==> config.mk <==
export PLATFORM = sky130hd
export DESIGN_NAME = sorted_insert_priority_queue
export DESIGN_NICKNAME = d
export VERILOG_FILES = /design/src/hw/rtl/sipq_pkg.sv /design/src/hw/rtl/sipq_cell.sv /design/src/hw/rtl/sorted_insert_priority_queue.sv
export SDC_FILE = /design/constraint.sdc
export NUM_CORES = 2
export LEC_CHECK = 0
export BUFFER_PORTS_ARGS = -buffer_cell sky130_fd_sc_hd__buf_4
export CAP_MARGIN = 10
export CORE_UTILIZATION = 51
export CTS_CLUSTER_DIAMETER = 50
export DETAILED_ROUTE_END_ITERATION = 12
export PLACE_DENSITY = 0.75
export SYNTH_ARGS = -nofsm -noshare
export SYNTH_HDL_FRONTEND = slang
export SYNTH_HIERARCHICAL = 1
export SYNTH_SLANG_ARGS = --single-unit
export TNS_END_PERCENT = 30
==> constraint.sdc <==
create_clock -name clk -period 13.7 [get_ports clk]
set_input_delay 2.74 -clock clk [delete_from_list [all_inputs] [get_ports clk]]
set_output_delay 2.74 -clock clk [all_outputs]
set_load 0.01 [all_outputs]
==> src/hw/rtl/sipq_pkg.sv <==
`timescale 1ns / 1ps
package sipq_pkg;

    localparam int DATA_W = 32;
    localparam int PRIO_W = 32;
    localparam int STATUS_W = 2;
    localparam int OCC_W = 4;

    // operation codes carried on s_tuser
    localparam logic OP_ENQUEUE = 1'b0;
    localparam logic OP_DEQUEUE = 1'b1;

    // status codes
    localparam logic [STATUS_W-1:0] ST_OK = 2'd0;
    localparam logic [STATUS_W-1:0] ST_FULL = 2'd1;
    localparam logic [STATUS_W-1:0] ST_EMPTY = 2'd2;

    // result word layout, lowest bit up
    localparam int RES_STATUS_LSB = 0;
    localparam int RES_DATA_LSB = RES_STATUS_LSB + STATUS_W;
    localparam int RES_PRIO_LSB = RES_DATA_LSB + DATA_W;
    localparam int RES_OCC_LSB = RES_PRIO_LSB + PRIO_W;
    localparam int RES_BITS = RES_OCC_LSB + OCC_W;
    localparam int RES_W = ((RES_BITS + 7) / 8) * 8;

    localparam int ITEM_W = DATA_W + PRIO_W;

    typedef struct packed {
        logic signed [PRIO_W-1:0] prio;
        logic signed [DATA_W-1:0] data;
    } entry_t;

    typedef struct packed {
        logic enq;       // enqueue that will be stored
        logic deq;       // dequeue of a stored entry
        logic occupied;  // this cell holds a live entry
        logic at_tail;   // first free cell
        logic left_ins;  // left neighbour is pushing its entry into this cell
    } cell_ctrl_t;

endpackage

==> src/hw/rtl/sipq_cell.sv <==
`timescale 1ns / 1ps
module sipq_cell
    import sipq_pkg::*;
(
    input  logic       clk,
    input  cell_ctrl_t ctrl,
    input  entry_t     item,
    input  entry_t     left_entry,
    input  entry_t     right_entry,
    output entry_t     entry,
    output logic       ins
);

    entry_t entry_reg;
    entry_t entry_next;

    // new item goes in front of this entry
    assign ins = ctrl.occupied && (item.prio < entry_reg.prio);
    assign entry = entry_reg;

    always_comb
    begin
        entry_next = entry_reg;
        if (ctrl.deq)
        begin
            entry_next = right_entry;
        end
        else if (ctrl.enq)
        begin
            if (ctrl.left_ins)
            begin
                entry_next = left_entry;
            end
            else if (ins || ctrl.at_tail)
            begin
                entry_next = item;
            end
        end
    end

    always_ff @(posedge clk)
    begin
        entry_reg <= entry_next;
    end

endmodule

==> src/hw/rtl/sorted_insert_priority_queue.sv <==
`timescale 1ns / 1ps
// the result word of an accepted input word is registered onto m_tdata
// throughput: one word per cycle unless the output stalls; every cell compares the new
// priority in parallel, and entries move one place along the row in the same cycle
// reset: rst_n clears the entry count and the output valid; cell contents stay
// undefined until written and are never read before then
module sorted_insert_priority_queue
    import sipq_pkg::*;
#(
    parameter int CAPACITY = 8
)
(
    input  logic              clk,
    input  logic              rst_n,
    input  logic              s_tvalid,
    output logic              s_tready,
    input  logic [ITEM_W-1:0] s_tdata,   // item_data, item_priority
    input  logic [0:0]        s_tuser,   // operation
    output logic              m_tvalid,
    input  logic              m_tready,
    output logic [RES_W-1:0]  m_tdata    // status, head_data, head_priority, occupancy
);

    localparam int CNT_W = $clog2(CAPACITY + 1);

    logic [CNT_W-1:0] count_reg;
    logic [CNT_W-1:0] count_next;
    logic             m_tvalid_reg;
    logic [RES_W-1:0] m_tdata_reg;
    logic [RES_W-1:0] res_word;

    logic   accept;
    logic   is_deq;
    logic   full;
    logic   empty;
    logic   do_enq;
    logic   do_deq;
    entry_t item;

    entry_t     cell_entry [CAPACITY];
    logic       cell_ins [CAPACITY];
    cell_ctrl_t cell_ctrl [CAPACITY];

    logic [STATUS_W-1:0] res_status;
    entry_t              res_head;

    assign s_tready = !m_tvalid_reg || m_tready;
    assign accept = s_tvalid && s_tready;
    assign is_deq = (s_tuser[0] == OP_DEQUEUE);
    assign full = (count_reg == CNT_W'(CAPACITY));
    assign empty = (count_reg == '0);
    assign do_enq = accept && !is_deq && !full;
    assign do_deq = accept && is_deq && !empty;

    assign item.data = s_tdata[DATA_W-1:0];
    assign item.prio = s_tdata[DATA_W +: PRIO_W];

    for (genvar i = 0; i < CAPACITY; i++)
    begin : g_cell
        entry_t left_e;
        entry_t right_e;

        if (i == 0)
        begin : g_first
            assign left_e = item;
            assign cell_ctrl[i].left_ins = 1'b0;
        end
        else
        begin : g_mid
            assign left_e = cell_entry[i-1];
            assign cell_ctrl[i].left_ins = cell_ins[i-1];
        end

        if (i == CAPACITY - 1)
        begin : g_last
            assign right_e = cell_entry[i];
        end
        else
        begin : g_inner
            assign right_e = cell_entry[i+1];
        end

        assign cell_ctrl[i].enq = do_enq;
        assign cell_ctrl[i].deq = do_deq;
        assign cell_ctrl[i].occupied = (CNT_W'(i) < count_reg);
        assign cell_ctrl[i].at_tail = (CNT_W'(i) == count_reg);

        sipq_cell u_cell (
            .clk         (clk),
            .ctrl        (cell_ctrl[i]),
            .item        (item),
            .left_entry  (left_e),
            .right_entry (right_e),
            .entry       (cell_entry[i]),
            .ins         (cell_ins[i])
        );
    end

    always_comb
    begin
        count_next = count_reg;
        if (do_enq)
        begin
            count_next = count_reg + 1'b1;
        end
        else if (do_deq)
        begin
            count_next = count_reg - 1'b1;
        end
    end

    always_comb
    begin
        res_status = ST_OK;
        res_head = '0;
        if (is_deq)
        begin
            if (empty)
            begin
                res_status = ST_EMPTY;
            end
            else
            begin
                res_head = cell_entry[0];
            end
        end
        else if (full)
        begin
            res_status = ST_FULL;
        end
    end

    always_comb
    begin
        res_word = '0;
        res_word[RES_STATUS_LSB +: STATUS_W] = res_status;
        res_word[RES_DATA_LSB +: DATA_W] = res_head.data;
        res_word[RES_PRIO_LSB +: PRIO_W] = res_head.prio;
        res_word[RES_OCC_LSB +: OCC_W] = OCC_W'(count_next);
    end

    always_ff @(posedge clk or negedge rst_n)
    begin
        if (!rst_n)
        begin
            count_reg <= '0;
            m_tvalid_reg <= 1'b0;
        end
        else
        begin
            count_reg <= count_next;
            if (accept)
            begin
                m_tvalid_reg <= 1'b1;
            end
            else if (m_tready)
            begin
                m_tvalid_reg <= 1'b0;
            end
        end
    end

    always_ff @(posedge clk)
    begin
        if (accept)
        begin
            m_tdata_reg <= res_word;
        end
    end

    assign m_tvalid = m_tvalid_reg;
    assign m_tdata = m_tdata_reg;

endmodule

## Word-level counts from Yosys, hierarchy flattened

Cells that the tools add are included.

| operators by class | value |
|---|---|
| $add $sub $neg | 2 |
| magnitude comparators | 16 |
| equal/unequal tests | 8 |
| multiplexer cells | 36 |
| bitwise logic cells | 2 |
| reductions and logical operators | 46 |

Operators by type and width:

| operator | number |
|---|---|
| $mux 64 | 29 |
| $lt 32x32->1 | 8 |
| $reduce_bool 3->1 | 6 |
| $eq 3x4->1 const A | 4 |
| $lt 3x4->1 const A | 4 |
| $reduce_and 2->1 | 7 |
| $logic_and 1x1->1 | 13 |
| $logic_or 1x1->1 | 9 |
| $eq 2x4->1 const A | 2 |
| $lt 1x4->1 const A | 2 |
| $lt 2x4->1 const A | 2 |
| $mux 4 | 2 |
| $reduce_bool 2->1 | 4 |
| $add 4x1->4 const B | 1 |
| $eq 1x4->1 const A | 1 |
| $eq 4x4->1 const B | 1 |
| $logic_not 1->1 | 4 |
| $logic_not 4->1 | 1 |
| $mux 2 | 2 |
| $sub 4x1->4 const B | 1 |
| $mux 1 | 3 |
| $reduce_and 3->1 | 1 |
| $not 1->1 | 2 |
| $reduce_or 2->1 | 1 |

| word-level totals | value |
|---|---|
| flip-flop bits (word level) | 587 |
| bits of input ports | 69 |

## Longest topological paths before layout

| depth | value |
|---|---|
| depth in word-level cells | 7 |
| gate-level depth with buffers | 14 |

## Hierarchy

The synthesis kept the hierarchy.

Modules (own cells, without submodules):

| module | times used | cells each | area an instance (um^2) | sequential area each (um^2) |
|---|---|---|---|---|
| sipq_cell at g_cell[0].u_cell ... | 7 | 396 | 4042.6 | 1921.8 |
| sipq_cell at g_cell[7].u_cell | 1 | 394 | 4018.9 | 1921.8 |
| sorted_insert_priority_queue | 1 | 221 | 3226.8 | 2227.1 |

## Least setup slack after synthesis

OpenSTA, ideal clock, no wires.

| path | value |
|---|---|
| path type | input to register |
| start | input m_tready |
| end | register g_cell[7].u_cell.entry_reg (netlist bit g_cell[7].u_cell/entry[0]) (enable) |
| setup time | 0.524 ns |
| data arrival time | 8.820 ns |
| required time | 13.176 ns |
| path slack | 4.355 ns |
| stages | 7 |
| path through | nand2b_4 nand2_4 inv_1 and3_1 clkbuf_1 nor3_1 a31oi_1 |

RTL lines:

| what | line | text |
|---|---|---|
| start, declared | sorted_insert_priority_queue.sv:20 | `input logic m_tready,` |
| end signal, assigned | sipq_cell.sv:43 | `entry_reg <= entry_next;` |
| end, declared | sipq_cell.sv:14 | `entry_t entry_reg;` |

==> flow_results.xml <==
<?xml version="1.0" encoding="UTF-8"?>
<metrics>
  <group name="floorplan">
    <metric name="core" unit="sq mm">0.0688</metric>
    <metric name="start_util" unit="%">51.6</metric>
    <metric name="top_level_ports" unit="">143</metric>
    <metric name="die_h" unit="um">266</metric>
    <metric name="rows" unit="">96</metric>
    <metric name="die_area" unit="sq mm">0.0707</metric>
    <metric name="die_boundary_width" unit="um">266</metric>
  </group>
  <group name="clock_tree">
    <metric name="clock_latency" unit="ns">0.61</metric>
    <metric name="cts.repair_timing.setup_buffer_count" unit="">0</metric>
    <metric name="clk_buf_depth" unit="">3</metric>
    <metric name="post_cts_resized" unit="">0</metric>
    <metric name="cts.hold.buffers_added" unit="">0</metric>
    <metric name="path_clk_slew" unit="ns">0.06</metric>
    <metric name="clockRootBuffer" unit="">sky130_fd_sc_hd__clkbuf_16</metric>
    <metric name="numCtsBuffers" unit="">66</metric>
    <metric name="cts_tree" unit="">built</metric>
    <metric name="cts_max_level" unit="">3</metric>
    <metric name="cts.sink_count" unit="">587</metric>
  </group>
  <group name="detailed_routing">
    <metric name="dr.pass1.iters" unit="">6</metric>
    <metric name="drt_iter0_markers" unit="">2883</metric>
    <metric name="postRouteAntennaNets" unit="">0</metric>
    <metric name="via_count" unit="">26000</metric>
    <metric name="drc_errors" unit="">0</metric>
    <metric name="postRouteWirelength" unit="mm">90.2</metric>
    <metric name="post_drt_via_cell_ratio" unit="">5.88</metric>
    <metric name="post_drt_wl_per_cell" unit="um">20.4</metric>
  </group>
  <group name="setup_path">
    <metric name="worst-setup-path-type" unit="">in2reg</metric>
    <metric name="setup.reg_to_reg.worst_slack" unit="ns">8.47</metric>
    <metric name="cp_num_buf_inv" unit="">3</metric>
    <metric name="start_kind" unit="">primary input</metric>
    <metric name="data_arrival_time_of_the_worst_path" unit="ns">7.21</metric>
    <metric name="rr_worst_depth" unit="">9</metric>
    <metric name="crit_slowest_cell" unit="">sky130_fd_sc_hd__buf_4</metric>
    <metric name="end_kind" unit="">flip-flop</metric>
    <metric name="worst_setup_path_endpoint" unit="">g_cell[0].u_cell/entry[27]</metric>
    <metric name="timing.rr.end" unit="">g_cell[0].u_cell/entry[27]</metric>
    <metric name="most_frequent_cp_cell" unit="">sky130_fd_sc_hd__buf_4</metric>
    <metric name="kind_of_cell_with_the_highest_combined_delay_on_the_critical_path" unit="">buffers and inverters</metric>
    <metric name="worst-endpoint-required" unit="ns">13.91</metric>
    <metric name="cp_slowest_stage_delay" unit="ns">0.87</metric>
    <metric name="path_max_fanout" unit="">135</metric>
    <metric name="rr_startpoint" unit="">count_reg[1]</metric>
    <metric name="setup.worst_path.start" unit="">s_tuser</metric>
    <metric name="timing.critical_path.cells" unit="">buf_4 -&gt; and3_4 -&gt; buf_4 -&gt; buf_4 -&gt; nor2_1 -&gt; a2111o_1 -&gt; nand2_4</metric>
    <metric name="cp.depth" unit="">7</metric>
  </group>
  <group name="sta">
    <metric name="final_hold_viol_count" unit="">0</metric>
    <metric name="worst_slew_pin_slew" unit="ns">1.22</metric>
    <metric name="fmaxAchievable" unit="MHz">143</metric>
    <metric name="rsz0062_at_grt" unit="">false</metric>
    <metric name="final-setup-viol-count" unit="">0</metric>
    <metric name="final.period_utilization" unit="%">51.1</metric>
    <metric name="final.setup_skew" unit="ns">0.0315</metric>
    <metric name="number_of_slew_limit_violations_in_the_final_report" unit="">0</metric>
    <metric name="fin_crit" unit="ns">7.00</metric>
    <metric name="tns" unit="ns">0</metric>
    <metric name="slew-limit-headroom" unit="%">18.7</metric>
  </group>
  <group name="synthesis">
    <metric name="synth-warning-count" unit="">6</metric>
    <metric name="synth.cell_area" unit="sq mm">0.0355</metric>
    <metric name="syn_area_per_cell" unit="sq um">10.5</metric>
    <metric name="netlist_instances" unit="">3386</metric>
  </group>
  <group name="power_and_ir_drop">
    <metric name="cellInternalPower" unit="mW">5.47</metric>
    <metric name="switching_share" unit="%">38.8</metric>
    <metric name="power.density_cell_area" unit="mW/mm^2">227</metric>
    <metric name="leakagePower" unit="nW">15.7</metric>
    <metric name="ir_drop_worst_vdd" unit="V">0.000202</metric>
    <metric name="total_switching_power" unit="mW">3.47</metric>
    <metric name="share_clk_of_total_power" unit="%">19.7</metric>
    <metric name="comb_power_share" unit="%">40.6</metric>
    <metric name="pwr-share-seq" unit="%">39.6</metric>
  </group>
  <group name="placement">
    <metric name="hpwlAfterDp" unit="mm">55.8</metric>
    <metric name="dpl-instance-area" unit="sq mm">0.0373</metric>
    <metric name="portBuffers" unit="">140</metric>
    <metric name="gpl.final_weighted_congestion" unit="">0.871</metric>
    <metric name="placed_cells_incl_taps" unit="">4295</metric>
  </group>
  <group name="job">
    <metric name="maxCapViolations" unit="">0</metric>
  </group>
  <group name="cells_and_area">
    <metric name="final_layout_size_suffix_gt1_share" unit="%">8.70</metric>
    <metric name="finish.net_count" unit="">3754</metric>
    <metric name="largest_register_ffs" unit="">512</metric>
    <metric name="final_cells" unit="">4415</metric>
    <metric name="stdcell_area" unit="sq mm">0.0394</metric>
    <metric name="areaGrowthSynthToFinish" unit="%">10.9</metric>
    <metric name="nFillCells" unit="">5713</metric>
  </group>
  <group name="global_route">
    <metric name="grt_start_max_net_pins" unit="">311</metric>
    <metric name="grt_first_pass_wirelength" unit="mm">141</metric>
    <metric name="globalRouteOverflowTotal" unit="">0</metric>
    <metric name="grt_antenna_before_repair" unit="">4</metric>
    <metric name="vias_in_the_first_global_route" unit="">24700</metric>
    <metric name="grt_use_total" unit="%">25.4</metric>
  </group>
  <group name="min_path">
    <metric name="hold_path_class" unit="">reg2reg</metric>
  </group>
  <group name="outcome">
    <metric name="outcome" unit="">completed</metric>
  </group>
</metrics>
## power groups by stage
stage | Sequential [mW] | Combinational [mW] | Clock [mW]
final | 3.54 | 3.64 | 1.77
after global placement | 3.54 | 3.48 | 0
after floorplan | 3.40 | 2.60 | 0
after global routing | 3.62 | 3.96 | 1.86
after detailed placement | 3.56 | 3.59 | 0
after CTS | 3.54 | 3.62 | 1.79
## layout make-up
cell class,count,area [sq um],share of cell area (%)
antenna,2,5.00,0.0127
clock inverter,33,348,0.882
multi-input combinational,2357,16300,41.4
inverter,256,963,2.44
timing repair buffer,164,1260,3.19
tap,931,1160,2.96
clock buffer,85,1770,4.48
sequential,587,17600,44.7
## through the flow
step	hold slack, ns	util (%)	setup WS, ns	total power, mW
after floorplan	0.525	-	4.36	6.01
after global placement	0.532	54.2	6.31	7.02
after detailed placement	0.543	54.2	6.22	7.15
after CTS	0.549	57.3	6.82	8.95
after global routing	0.576	57.3	6.42	9.44
final	0.556	57.3	6.70	8.95
## cells in the final DEF, fill, tap and decap left out, types with 7 or more instances in the layout
cell type / count
sky130_fd_sc_hd__nand3_1: 23
sky130_fd_sc_hd__nor3_1: 17
sky130_fd_sc_hd__nand4_1: 45
sky130_fd_sc_hd__o21ai_1: 7
sky130_fd_sc_hd__o311a_1: 7
sky130_fd_sc_hd__clkinv_2: 8
sky130_fd_sc_hd__a2111o_1: 7
sky130_fd_sc_hd__clkinv_1: 9
sky130_fd_sc_hd__a31oi_1: 7
sky130_fd_sc_hd__nor4_1: 8
sky130_fd_sc_hd__mux2i_1: 512
sky130_fd_sc_hd__nor2_1: 53
sky130_fd_sc_hd__clkbuf_1: 17
sky130_fd_sc_hd__a211o_1: 14
sky130_fd_sc_hd__buf_4: 162
sky130_fd_sc_hd__a21o_1: 15
sky130_fd_sc_hd__edfxtp_1: 582
sky130_fd_sc_hd__inv_1: 254
sky130_fd_sc_hd__o41ai_2: 7
sky130_fd_sc_hd__nand2b_1: 16
sky130_fd_sc_hd__ha_1: 253
sky130_fd_sc_hd__and3_1: 65
sky130_fd_sc_hd__a221o_1: 9
sky130_fd_sc_hd__a21oi_2: 7
sky130_fd_sc_hd__a21oi_1: 111
sky130_fd_sc_hd__mux2i_4: 7
sky130_fd_sc_hd__clkbuf_16: 68
sky130_fd_sc_hd__nand2_4: 8
sky130_fd_sc_hd__nand2_1: 573
sky130_fd_sc_hd__o21ai_0: 543
## per-layer routing
metal,vias to the layer above,GRT usage [%],part of all wire [%]
li1,12400,-,-
met4,2,7.15,1.9
met2,905,40.1,46
met5,-,0,0.013
met3,100,3.48,7.4
met1,12600,36.6,45
## worst min path at each step
stage | start | endpoint | slack, ns | cells past startpoint
2_1_floorplan | g_cell[1].u_cell/entry[0] | g_cell[0].u_cell/entry[0] | 0.52 | 2
4_1_cts | g_cell[1].u_cell/entry[21] | g_cell[0].u_cell/entry[21] | 0.55 | 2
3_3_place_gp | g_cell[7].u_cell/entry[10] | g_cell[6].u_cell/entry[10] | 0.53 | 2
5_1_grt | g_cell[5].u_cell/entry[9] | g_cell[4].u_cell/entry[9] | 0.58 | 2
3_5_place_dp | g_cell[5].u_cell/entry[6] | g_cell[4].u_cell/entry[6] | 0.54 | 2
6_report | g_cell[5].u_cell/entry[6] | g_cell[4].u_cell/entry[6] | 0.56 | 2
## tightest hold or removal path, cell delays in order, from the launching register on
cell and delay [ns]:
sky130_fd_sc_hd__edfxtp_1 0.34, sky130_fd_sc_hd__nand2_1 0.05, sky130_fd_sc_hd__o21ai_0 0.06
No activity file was read; power rests on OpenSTA's default activity.
